### src/hdl/rmmn_pkg.sv
// Shared constants and controller/datapath interface types for the min/max normalizer.
package rmmn_pkg;

  localparam int SAMPLE_BITS_DEF = 16;
  localparam int FRAC_BITS_DEF   = 16;

  typedef struct packed {
    logic load;
    logic prep;
    logic step;
    logic finish;
  } dp_cmd_t;

  typedef struct packed {
    logic div_last;
  } dp_sts_t;

endpackage

### src/hdl/rmmn_datapath.sv
// Datapath: running min/max marks, restoring divider, published values and output register.
module rmmn_datapath
  import rmmn_pkg::*;
#(
  parameter int SAMPLE_BITS = SAMPLE_BITS_DEF,
  parameter int FRAC_BITS   = FRAC_BITS_DEF
) (
  input  logic                          clk,
  input  logic                          rst_n,
  input  dp_cmd_t                       cmd,
  output dp_sts_t                       sts,
  input  logic signed [SAMPLE_BITS-1:0] sample,
  input  logic                          sample_ok,
  input  logic                          clear_request,
  output logic signed [SAMPLE_BITS-1:0] running_min,
  output logic signed [SAMPLE_BITS-1:0] running_max,
  output logic        [FRAC_BITS:0]     normalized,
  output logic                          min_changed,
  output logic                          max_changed,
  output logic                          norm_changed
);

  localparam int SB = SAMPLE_BITS;
  localparam int FB = FRAC_BITS;
  localparam int CW = $clog2(FB + 1);

  logic signed [SB-1:0] low_r, low_nxt;
  logic signed [SB-1:0] high_r, high_nxt;
  logic                 have_r, have_nxt;
  logic signed [SB-1:0] smp_r;
  logic        [SB-1:0] div_r;
  logic        [SB-1:0] rem_r;
  logic        [FB:0]   quo_r;
  logic        [CW-1:0] cnt_r;
  logic signed [SB-1:0] pub_min_r;
  logic signed [SB-1:0] pub_max_r;
  logic        [FB:0]   pub_norm_r;
  logic signed [SB-1:0] omin_r;
  logic signed [SB-1:0] omax_r;
  logic        [FB:0]   onorm_r;
  logic        [2:0]    oflag_r;

  logic                 eff_have;
  logic        [SB:0]   range_ext;
  logic        [SB:0]   off_ext;
  logic                 first_step;
  logic        [SB:0]   trial;
  logic                 ge;
  logic        [SB:0]   diff;
  logic        [FB:0]   norm_w;

  // fold the accepted item into the marks; a clear takes effect first
  always_comb begin
    eff_have = have_r & ~clear_request;
    low_nxt  = low_r;
    high_nxt = high_r;
    have_nxt = have_r;
    if (cmd.load) begin
      if (sample_ok) begin
        if (!eff_have || sample < low_r) low_nxt = sample;
        if (!eff_have || sample > high_r) high_nxt = sample;
        have_nxt = 1'b1;
      end else if (clear_request) begin
        low_nxt  = '0;
        high_nxt = '0;
        have_nxt = 1'b0;
      end
    end
  end

  assign range_ext = {high_r[SB-1], high_r} - {low_r[SB-1], low_r};
  assign off_ext   = {smp_r[SB-1], smp_r} - {low_r[SB-1], low_r};

  // integer quotient bit first (no shift), then one fraction bit per step
  assign first_step = (cnt_r == CW'(FB));
  assign trial      = first_step ? {1'b0, rem_r} : {rem_r, 1'b0};
  assign ge         = (trial >= {1'b0, div_r});
  assign diff       = trial - {1'b0, div_r};
  assign norm_w     = (div_r == '0) ? '0 : quo_r;

  assign sts.div_last = (cnt_r == '0);

  always_ff @(posedge clk) begin
    if (!rst_n) begin
      low_r      <= '0;
      high_r     <= '0;
      have_r     <= 1'b0;
      cnt_r      <= '0;
      pub_min_r  <= '0;
      pub_max_r  <= '0;
      pub_norm_r <= '0;
    end else begin
      low_r  <= low_nxt;
      high_r <= high_nxt;
      have_r <= have_nxt;
      if (cmd.prep) begin
        cnt_r <= CW'(FB);
      end else if (cmd.step && cnt_r != '0) begin
        cnt_r <= cnt_r - CW'(1);
      end
      if (cmd.finish) begin
        pub_min_r  <= low_r;
        pub_max_r  <= high_r;
        pub_norm_r <= norm_w;
      end
    end
  end

  always_ff @(posedge clk) begin
    if (cmd.load) begin
      smp_r <= sample;
    end
    if (cmd.prep) begin
      div_r <= range_ext[SB-1:0];
      rem_r <= off_ext[SB-1:0];
      quo_r <= '0;
    end else if (cmd.step) begin
      rem_r <= ge ? diff[SB-1:0] : trial[SB-1:0];
      quo_r <= {quo_r[FB-1:0], ge};
    end
    if (cmd.finish) begin
      omin_r  <= low_r;
      omax_r  <= high_r;
      onorm_r <= norm_w;
      oflag_r <= {norm_w != pub_norm_r, high_r != pub_max_r, low_r != pub_min_r};
    end
  end

  assign running_min  = omin_r;
  assign running_max  = omax_r;
  assign normalized   = onorm_r;
  assign min_changed  = oflag_r[0];
  assign max_changed  = oflag_r[1];
  assign norm_changed = oflag_r[2];

`ifndef SYNTHESIS
  a_rem_below_divisor : assert property (@(posedge clk) disable iff (!rst_n)
    (cmd.step && div_r != '0) |=> (rem_r < div_r))
    else $error("divider remainder not below range");
  a_marks_ordered : assert property (@(posedge clk) disable iff (!rst_n)
    cmd.finish |-> (have_r && low_r <= high_r && smp_r >= low_r && smp_r <= high_r))
    else $error("marks inconsistent at finish");
  a_norm_bounded : assert property (@(posedge clk) disable iff (!rst_n)
    cmd.finish |-> (norm_w <= ((FB+1)'(1) << FB)))
    else $error("normalized value above one");
`endif

endmodule

### src/hdl/rmmn_ctrl.sv
// Controller: sequences load, divider setup, quotient steps and result hand-off.
module rmmn_ctrl
  import rmmn_pkg::*;
(
  input  logic    clk,
  input  logic    rst_n,
  input  logic    in_tvalid,
  input  logic    in_ok,
  output logic    in_tready,
  output logic    out_tvalid,
  input  logic    out_tready,
  output dp_cmd_t cmd,
  input  dp_sts_t sts
);

  typedef enum logic [3:0] {
    S_IDLE = 4'b0001,
    S_PREP = 4'b0010,
    S_DIV  = 4'b0100,
    S_FIN  = 4'b1000
  } state_t;

  state_t state_r, state_nxt;
  logic   out_valid_r, out_valid_nxt;
  logic   slot_free;

  assign in_tready = (state_r == S_IDLE);
  assign slot_free = !out_valid_r || out_tready;

  always_comb begin
    state_nxt  = state_r;
    cmd        = '0;
    case (state_r)
      S_IDLE: begin
        if (in_tvalid) begin
          cmd.load = 1'b1;
          if (in_ok) state_nxt = S_PREP;
        end
      end
      S_PREP: begin
        cmd.prep  = 1'b1;
        state_nxt = S_DIV;
      end
      S_DIV: begin
        cmd.step = 1'b1;
        if (sts.div_last) state_nxt = S_FIN;
      end
      S_FIN: begin
        if (slot_free) begin
          cmd.finish = 1'b1;
          state_nxt  = S_IDLE;
        end
      end
      default: state_nxt = S_IDLE;
    endcase
  end

  always_comb begin
    out_valid_nxt = out_valid_r;
    if (cmd.finish) out_valid_nxt = 1'b1;
    else if (out_tready) out_valid_nxt = 1'b0;
  end

  always_ff @(posedge clk) begin
    if (!rst_n) begin
      state_r     <= S_IDLE;
      out_valid_r <= 1'b0;
    end else begin
      state_r     <= state_nxt;
      out_valid_r <= out_valid_nxt;
    end
  end

  assign out_tvalid = out_valid_r;

`ifndef SYNTHESIS
  a_result_from_fin : assert property (@(posedge clk) disable iff (!rst_n)
    $rose(out_valid_r) |-> $past(state_r == S_FIN))
    else $error("result raised outside finish");
  a_div_progress : assert property (@(posedge clk) disable iff (!rst_n)
    (state_r == S_DIV) |=> (state_r == S_DIV || state_r == S_FIN))
    else $error("divider left early");
  a_fin_waits : assert property (@(posedge clk) disable iff (!rst_n)
    (state_r == S_FIN && out_valid_r && !out_tready) |=> (state_r == S_FIN))
    else $error("finish overwrote pending result");
`endif

endmodule

### src/hdl/running_min_max_normalizer_unit.sv
// Top level of the running min/max normalizer.
//
//  channel | dir | handshake          | tdata                      | tuser
//  in_     | in  | in_tvalid/tready   | sample                     | sample_ok, clear_request
//  out_    | out | out_tvalid/tready  | running_min, max, normal.  | min/max/norm_changed
//
//  Valid sample: load, divider setup, FRAC_BITS+1 quotient bits from the restoring
//  divider, output load; no new sample is taken until the result is handed off.
//  Invalid sample: taken with no result; next item the following cycle.
//  A finished result waits in the output register; the divider holds its final
//  state only while that register is still occupied.
//  rst_n (synchronous) clears marks, have-value flag and published values.
module running_min_max_normalizer_unit
  import rmmn_pkg::*;
#(
  parameter int SAMPLE_BITS = SAMPLE_BITS_DEF,
  parameter int FRAC_BITS   = FRAC_BITS_DEF,
  localparam int IN_DW  = ((SAMPLE_BITS + 7) / 8) * 8,
  localparam int OUT_DW = ((2 * SAMPLE_BITS + FRAC_BITS + 1 + 7) / 8) * 8
) (
  input  logic              clk,
  input  logic              rst_n,
  input  logic              in_tvalid,
  output logic              in_tready,
  input  logic [IN_DW-1:0]  in_tdata,   // sample
  input  logic [1:0]        in_tuser,   // sample_ok, clear_request
  output logic              out_tvalid,
  input  logic              out_tready,
  output logic [OUT_DW-1:0] out_tdata,  // running_min, running_max, normalized
  output logic [2:0]        out_tuser   // min_changed, max_changed, norm_changed
);

  dp_cmd_t                       cmd;
  dp_sts_t                       sts;
  logic signed [SAMPLE_BITS-1:0] rmin;
  logic signed [SAMPLE_BITS-1:0] rmax;
  logic        [FRAC_BITS:0]     rnorm;
  logic                          cmin;
  logic                          cmax;
  logic                          cnorm;

  rmmn_ctrl u_ctrl (
    .clk        (clk),
    .rst_n      (rst_n),
    .in_tvalid  (in_tvalid),
    .in_ok      (in_tuser[0]),
    .in_tready  (in_tready),
    .out_tvalid (out_tvalid),
    .out_tready (out_tready),
    .cmd        (cmd),
    .sts        (sts)
  );

  rmmn_datapath #(
    .SAMPLE_BITS (SAMPLE_BITS),
    .FRAC_BITS   (FRAC_BITS)
  ) u_dp (
    .clk           (clk),
    .rst_n         (rst_n),
    .cmd           (cmd),
    .sts           (sts),
    .sample        (in_tdata[SAMPLE_BITS-1:0]),
    .sample_ok     (in_tuser[0]),
    .clear_request (in_tuser[1]),
    .running_min   (rmin),
    .running_max   (rmax),
    .normalized    (rnorm),
    .min_changed   (cmin),
    .max_changed   (cmax),
    .norm_changed  (cnorm)
  );

  assign out_tdata = OUT_DW'({rnorm, rmax, rmin});
  assign out_tuser = {cnorm, cmax, cmin};

endmodule

### config.mk
export PLATFORM = sky130hd
export DESIGN_NAME = running_min_max_normalizer_unit
export DESIGN_NICKNAME = d
export VERILOG_FILES = /design/src/hdl/rmmn_pkg.sv /design/src/hdl/rmmn_datapath.sv /design/src/hdl/rmmn_ctrl.sv /design/src/hdl/running_min_max_normalizer_unit.sv
export SDC_FILE = /design/constraint.sdc
export NUM_CORES = 1
export LEC_CHECK = 0
export ABC_AREA = 1
export CORE_AREA = 2 2 213 162
export DETAILED_ROUTE_END_ITERATION = 12
export DIE_AREA = 0 0 215 164
export DONT_BUFFER_PORTS = 1
export SETUP_SLACK_MARGIN = 0.2
export SLEW_MARGIN = 30
export SYNTH_ARGS = -nofsm -noshare
export SYNTH_HDL_FRONTEND = slang
export SYNTH_SLANG_ARGS = --single-unit
export TNS_END_PERCENT = 1
### constraint.sdc
create_clock -name clk -period 5.1 [get_ports clk]
set_input_delay 0.765 -clock clk [delete_from_list [all_inputs] [get_ports clk]]
set_output_delay 0.765 -clock clk [all_outputs]
set_load 0.005 [all_outputs]
==> flow_summary.ini <==
[yosys]
yosys_warnings = 0
synth_cell_types = 50
synth_area_um2 = 11500
syn-instance-count = 1372
post-synth-top-count-cell = nand2_1
synth_area_leaders = edfxtp_1, dfxtp_1, ha_1
ys_seq_area_share_pct = 45.1
ys_seq_elements = 209
synthFlopType = dfxtp_1
synth_edf_count = 100
synth_area_per_cell_um2 = 8.38
ys_async_sr_fraction_pct = 0
synth_common_cells = nand2_1, inv_1, a21oi_1
synth_top_area_share_pct = 26.1
yosys.area.top_type = edfxtp_1

[sta]
fin_crit_ns = 3.67
worst_clock_skew_ns = 0.0246
hold_viol_final = 0
setup_tns_ns = 0
slew_viol_final = 0
max_freq_ghz = 0.273
tightestPinTransition_ns = 0.853
max_slew_margin_pct = 43.0
period_share_pct = 71.9
rsz0062_at_grt = false
finalSetupViolCount = 0

[routing]
drtIter0Drc = 856
drtPass1Iterations = 5
vias = 9094
drtAntennaViolNets = 0
routedWlPerCell_um = 16.6
drc = 0
viasPerCell = 5.00
wl_um = 30200

[setup_path]
cp.arrival_ns = 3.92
required_ns = 5.35
r2r-end = u_dp.rem_r[11]
cpPeakStageDelay_ns = 0.44
path_class = flip-flop to flip-flop
critPathMostFrequentCell = nand2_2
path_buf_inv = 2
critPathTopFamily = simple AND/OR/NAND/NOR gates
reg2regPathDepth = 16
reg2reg_slack_ns = 1.43
start_kind = flip-flop
crit_path_cell_trace = inv_1 > ha_1 > nand3_2 > inv_1 > o21ai_0 > ha_1 > a21oi_2 > nand2_2 > a21o_2 > nand3_2 > nand2_2 > nand2_2 > nand2_2 > or2_1 > nand3_1 > nand2_1
crit_slowest_cell = inv_1
end_kind = flip-flop
r2r_start = u_dp.cnt_r[0]
path_max_fanout = 29

[finish]
area_growth_pct = 8.98
fin_area_um2 = 12500
fin_nets = 1458
nFillCells = 3441
final_core_util_pct = 37.7
layout-drive-gt1-share_pct = 5.48

[cts]
clk_latency_ns = 0.52
ctsHoldBuffers = 0
cts_htree_levels = 1
clk_pin_slew_ns = 0.06
root_buffer = clkbuf_16
numCtsBuffers = 21
cts_setup_buffers = 0
cts_buffer_depth = 3
cts_sinks = 209
cts_resized = 0
cts_tree = done

[flow_run]
max_cap_violations = 0

[pwr]
leakage_nw = 5.34
power_density_nw_per_um2 = 351
irDropWorstVdd_mv = 0.191

[placement]
portBuffers = 0
gp_congestion = 0.904
dp_hpwl_um = 22500
placed_area_um2 = 11800

[floorplan]
num_rows = 58
fp.dieH_um = 164
die_x_um = 215
start_util_pct = 34.6
ios = 83
dieArea_um2 = 35300
coreArea_um2 = 33200

[global_route]
grt_pass1_vias = 8514
grt_max_degree = 86
gr-total-overflow = 0
grt_usage_pct = 17.0
grt_pass1_wl_um = 47300
antenna_found_initial = 0

[worst_hold_path]
holdPathEnd = u_dp.smp_r[8]
worst_hold_path.num_cells = 0
min_from = in_tdata[8]
worstHoldPathType = input pin to flip-flop

[run_status]
status = completed
==> placed cells by master (no fill, tap or decap), types with 11 or more instances in the layout <==
cell,instances
nor2_1,93
xor2_1,34
ha_1,79
o21ai_0,108
xnor2_1,29
clkbuf_16,22
a21oi_1,144
o22ai_1,22
nand3_1,75
nand2_2,11
inv_1,171
edfxtp_1,100
nand4_1,11
dfxtp_1,109
nand2_1,252
==> per-layer routing <==
metal  track usage [%]  up-vias  wire, um  part of all wire [%]
met5                 0        -         0                     0
met4              3.29        0       495                   1.6
met3              4.15       35      2420                   8.0
met2              25.7      247     12700                    42
met1              24.7     4262     14600                    48
li1                  -     4550         -                     -
==> metrics by stage <==
| stage | worst slack (ns) | hold slack (ns) | std cells | total power, mW |
|---|---|---|---|---|
| 2_1_floorplan | 2.03 | 0.406 | 1378 | 2.69 |
| 3_3_place_gp | 1.56 | 0.454 | 1780 | 2.90 |
| 3_5_place_dp | 1.44 | 0.456 | 1780 | 2.91 |
| 4_1_cts | 1.44 | 0.322 | 1818 | 4.43 |
| 5_1_grt | 1.08 | 0.316 | 1819 | 4.66 |
| 6_report | 1.43 | 0.341 | 1820 | 4.40 |
==> worst reg2reg max path, cell delays in order, from the launching register on <==
cell	delay (ns)
dfxtp_1	0.31
inv_1	0.09
ha_1	0.21
nand3_2	0.28
inv_1	0.44
o21ai_0	0.23
ha_1	0.38
a21oi_2	0.15
nand2_2	0.08
a21o_2	0.23
nand3_2	0.07
nand2_2	0.07
nand2_2	0.06
nand2_2	0.32
or2_1	0.35
nand3_1	0.07
nand2_1	0.07
==> area by class of cell <==
type	instances	area [um2]	share of cell area, %
multi-input cells	938	5360	42.8
flip-flops and latches	209	5180	41.4
inverters	176	661	5.27
clock buffers	29	587	4.68
well taps	450	563	4.50
repair buffers	8	92.6	0.739
clock inverters	9	72.6	0.579
diodes	1	2.50	0.0200
==> report_power, final <==
| group | total, mW | leakage, nW | internal, mW | switching (mW) |
|---|---|---|---|---|
| clock | 1.51 | 0.321 | 0.858 | 0.656 |
| sequential | 1.98 | 1.81 | 1.89 | 0.0844 |
| combinational | 0.908 | 3.21 | 0.338 | 0.570 |
==> cell families after synthesis <==
logic type,count (synthesis),synth area share (%)
flops,209,45.1
fa+ha+maj,82,9.12
other cells,1,0.0326
simple gates,475,17.6
buf+inv,231,8.58
xor+xnor,63,4.80
compound gates,311,14.7
==> how the worst max path moves through the flow <==
stage | endpoint | slack [ns] | from | cells past startpoint
final | u_dp.rem_r[11] | 1.43 | u_dp.cnt_r[0] | 16
after global routing | u_dp.rem_r[13] | 1.08 | u_dp.cnt_r[0] | 17
after CTS | u_dp.rem_r[11] | 1.44 | u_dp.cnt_r[0] | 16
after detailed placement | u_dp.rem_r[11] | 1.44 | u_dp.cnt_r[0] | 16
after global placement | u_dp.rem_r[13] | 1.56 | u_dp.cnt_r[0] | 16
after floorplan | u_dp.normalized[0] | 2.03 | out_tready | 3
Note: power is estimated with default switching activity, not from simulation.
